File: src/design/salc_pkg.sv
// Shared types and constants of the set-associative LRU cache controller.
`default_nettype none

package salc_pkg;

  // Access kinds carried by the opcode field.
  localparam logic OP_READ  = 1'b0;
  localparam logic OP_WRITE = 1'b1;

  // Configuration register indexes.
  localparam logic CFG_WRITE_ALLOCATE = 1'b0;
  localparam logic CFG_WRITE_BACK     = 1'b1;

  // Controller states.
  typedef enum logic [1:0] {
    ST_IDLE,
    ST_LOOKUP,
    ST_SCAN,
    ST_DONE
  } state_e;

  // Commands from the controller to the datapath.
  typedef struct packed {
    logic accept;     // take the request word and start the set read
    logic decide;     // set row is on the RAM output; prepare the victim scan
    logic scan_step;  // compare one more way against the oldest so far
    logic commit;     // write the set row back unless the write bypasses, and load the result register
  } cmd_t;

  // Status from the datapath to the controller.
  typedef struct packed {
    logic need_scan;  // miss that must evict: every way is valid
    logic scan_last;  // the scan compares its last way this cycle
    logic out_busy;   // result register holds a word that is not taken
  } sts_t;

endpackage

`default_nettype wire

File: src/design/salc_ctrl.sv
// Controller state machine of the cache controller.
`default_nettype none

module salc_ctrl (
  input  wire logic          clk_i,
  input  wire logic          rst_ni,
  input  wire logic          req_valid_i,
  output      logic          req_ready_o,
  input  wire salc_pkg::sts_t sts_i,
  output      salc_pkg::cmd_t cmd_o
);

  salc_pkg::state_e state_q, state_d;

  // State register.
  always_ff @(posedge clk_i or negedge rst_ni) begin
    if (!rst_ni) begin
      state_q <= salc_pkg::ST_IDLE;
    end else begin
      state_q <= state_d;
    end
  end

  // Next state and commands.
  always_comb begin
    state_d     = state_q;
    cmd_o       = '0;
    req_ready_o = 1'b0;
    unique case (state_q)
      salc_pkg::ST_IDLE: begin
        req_ready_o = 1'b1;
        if (req_valid_i) begin
          cmd_o.accept = 1'b1;
          state_d      = salc_pkg::ST_LOOKUP;
        end
      end
      salc_pkg::ST_LOOKUP: begin
        cmd_o.decide = 1'b1;
        if (sts_i.need_scan) begin
          state_d = salc_pkg::ST_SCAN;
        end else if (!sts_i.out_busy) begin
          cmd_o.commit = 1'b1;
          state_d      = salc_pkg::ST_IDLE;
        end else begin
          state_d = salc_pkg::ST_DONE;
        end
      end
      salc_pkg::ST_SCAN: begin
        cmd_o.scan_step = 1'b1;
        if (sts_i.scan_last) begin
          state_d = salc_pkg::ST_DONE;
        end
      end
      salc_pkg::ST_DONE: begin
        if (!sts_i.out_busy) begin
          cmd_o.commit = 1'b1;
          state_d      = salc_pkg::ST_IDLE;
        end
      end
      default: state_d = salc_pkg::ST_IDLE;
    endcase
  end

endmodule

`default_nettype wire

File: config.mk
export PLATFORM = sky130hd
export DESIGN_NAME = salc_ctrl
export DESIGN_NICKNAME = d
export VERILOG_FILES = /design/src/design/salc_pkg.sv /design/src/design/salc_ctrl.sv
export SDC_FILE = /design/constraint.sdc
export NUM_CORES = 1
export LEC_CHECK = 0
export ABC_AREA = 1
export BUFFER_PORTS_ARGS = -buffer_cell sky130_fd_sc_hd__buf_2
export CORE_AREA = 2 2 39 41
export DETAILED_ROUTE_END_ITERATION = 16
export DIE_AREA = 0 0 41 43
export PLACE_DENSITY_LB_ADDON = 0.1
export SYNTH_ARGS = -nofsm -noshare
export SYNTH_HDL_FRONTEND = slang
export SYNTH_SLANG_ARGS = --single-unit
File: constraint.sdc
create_clock -name clk_i -period 0.8 [get_ports clk_i]
set_input_delay 0.16 -clock clk_i [delete_from_list [all_inputs] [get_ports clk_i]]
set_output_delay 0.16 -clock clk_i [all_outputs]
set_load 0.03 [all_outputs]
==> metrics.csv <==
metric;value;unit
r2r-end;state_q[0];
vias;214;
syn_area;148;µm²
drive_above_1_share;0.622;
async_reset_ff_frac;1.00;
io_buffers;10;
ios;11;
dr.pass1.iters;2;
fillers;167;
synthCells;25;
endpoint;cmd_o[0];
placed_cell_area;283;µm²
synthMuxAreaShare;0;
yosysWarnings;0;
cp_num_cells;3;
grt_usage;0.0693;
dieArea;1760;µm²
ys_seq_elements;2;
hold_viol;0;
synthAdderAreaFrac;0;
worstPathArrival;1050;ps
drt_iter0_drc;1;
worst-path-buf-inv;1;
utilization;0.275;
n_antenna_cell;0;
synthTopCellsByArea;dfrtp_1 34%, nand2_1 18%, inv_1 15%;
clock_tree.root_cell;clkbuf_4;
synth_top_area_frac;0.339;
start_util;0.107;
grt_pass1_wl;800;µm
synthXorXnorAreaFrac;0;
startpoint;state_q[0];
skew;2.00;ps
violations;negative setup slack;
rsz0062_at_grt;true;
stdcell_area;380;µm²
die_x;41;µm
dp_hpwl;370;µm
tightestPinTransition;239;ps
antenna_found_initial;0;
fin_tns_setup;-2460;ps
yosysMostFrequentCell;nand2_1;
syn_to_final_growth;158;%
ant_nets;0;
p_per_area;4230;nW/µm²
finalCritPeriodShare;1.51;
routed_wl;486;µm
ys_types;9;
syn_nets;31;
core_area;1380;µm²
grt_pass1_vias;206;
hold_path.class;in -> async;
cts_tree;yes;
ir_drop;0.000915;V
status;finished, violations left;
synth-seq-area-share;0.339;
reg2reg_slack;-350;ps
dp_slack;-274;ps
reg2reg_depth;6;
slowest_stage;dfrtp_2;
gp_congestion;0.779;
wl_per_cell;7.97;µm
synth_top_family_by_area;simple AND/OR/NAND/NOR gates;
finalNonFillerCells;61;
fmax;830;MHz
overflow;0;
power;1.61;mW
syn_avg_cell_area;5.91;µm²
holdWs;257;ps
rows;14;
cts.sinks;2;
layout.nets;53;
setup_violations;7;
path_cells;nand2_4 > a21oi_4 > buf_6;
netlist_top_cells_count;7 x nand2_1, 6 x inv_1, 3 x nand3_1, 3 x nor2_1, 2 x dfrtp_1;
yosys.area_share.simple;0.390;
cts-buffers-inserted;3;
crit_required;640;ps
slew_violations;0;
synth_edf_count;0;
maxCapViolations;0;
die_h;43;µm
clk_pin_slew;30;ps
setup_ws;-405;ps
relSlewSlack;0.841;
critPathLaunchType;register;
ys.flop_type;dfrtp_1;
viasPerCell;3.51;
htree_levels;1;
worst-setup-path-type;reg -> out;
synth_compound_area_frac;0.119;
clk_path_buf_depth;2;
clk_latency;220;ps
crit_path_end_kind;output port;
drc;0;
dp_cells;54;
finalCriticalPeriod;1210;ps
worst_path_largest_cell_delay;490;ps
grt_max_degree;7;
p_leak;0.198;nW
crit_family;flip-flops;
timing.rr.start;state_q[0];
path_max_fanout;6;
yosysTopAreaCell;dfrtp_1;
==> report_power, final <==
group | switching [mW] | internal (mW)
clock network | 0.0495 | 0.165
logic | 0.539 | 0.519
registers | 0.171 | 0.166
==> cells by family (layout without fill, tap and decap cells) <==
group / after synthesis / after routing
flops: 2 / 2
buf+inv: 6 / 26
compound gates: 3 / 3
simple gates: 14 / 14
==> worst min-delay path by stage <==
stage / endpoint / start
2_1_floorplan: async pin / rst_ni
3_3_place_gp: async pin / rst_ni
3_5_place_dp: state_q[0] / rst_ni
4_1_cts: async pin / rst_ni
5_1_grt: async pin / rst_ni
6_report: async pin / rst_ni
==> final cells by class <==
type / instances / area [µm²] / share of cell area
clock buffers: 3 / 22.5 / 0.0592
inverters: 6 / 25.0 / 0.0658
multi-input cells: 17 / 120 / 0.316
flip-flops and latches: 2 / 52.6 / 0.138
well taps: 16 / 20.0 / 0.0526
repair buffers: 17 / 140 / 0.368
==> worst reg2reg max path, cell delays in order (launching register included) <==
cell	delay (ps)
dfrtp_2	490
buf_4	160
buf_6	80
inv_1	40
o21bai_1	140
nand3_1	60
nand2_1	50
==> cell usage in the layout, fill, tap and decap left out <==
cell type      n
nand2_1        6
buf_6          6
buf_2          5
buf_4          5
inv_1          4
nand3_1        3
clkbuf_4       3
nor2_4         2
dfrtp_2        2
inv_4          1
inv_2          1
nand2_4        1
a21oi_4        1
nor3_4         1
o21bai_1       1
nor2_1         1
o21ai_0        1
dlygate4sd3_1  1
==> layer usage <==
| layer | up-vias | GRT usage | wire length [µm] |
|---|---|---|---|
| met5 | - | 0 | 0 |
| met4 | 0 | 0.0400 | 0 |
| met3 | 0 | 0.0366 | 20 |
| met2 | 6 | 0.0938 | 245 |
| met1 | 90 | 0.0836 | 220 |
| li1 | 118 | - | - |
==> what timing repair did <==
action,CTS,global route
endpoints found under the setup margin,7,7
gates cloned,0,0
endpoints found under the hold margin,2,0
hold buffers,1,0
resized for setup,13,0
setup buffers,3,0
pin swaps,4,3
Power figures use the tool's default switching activity.
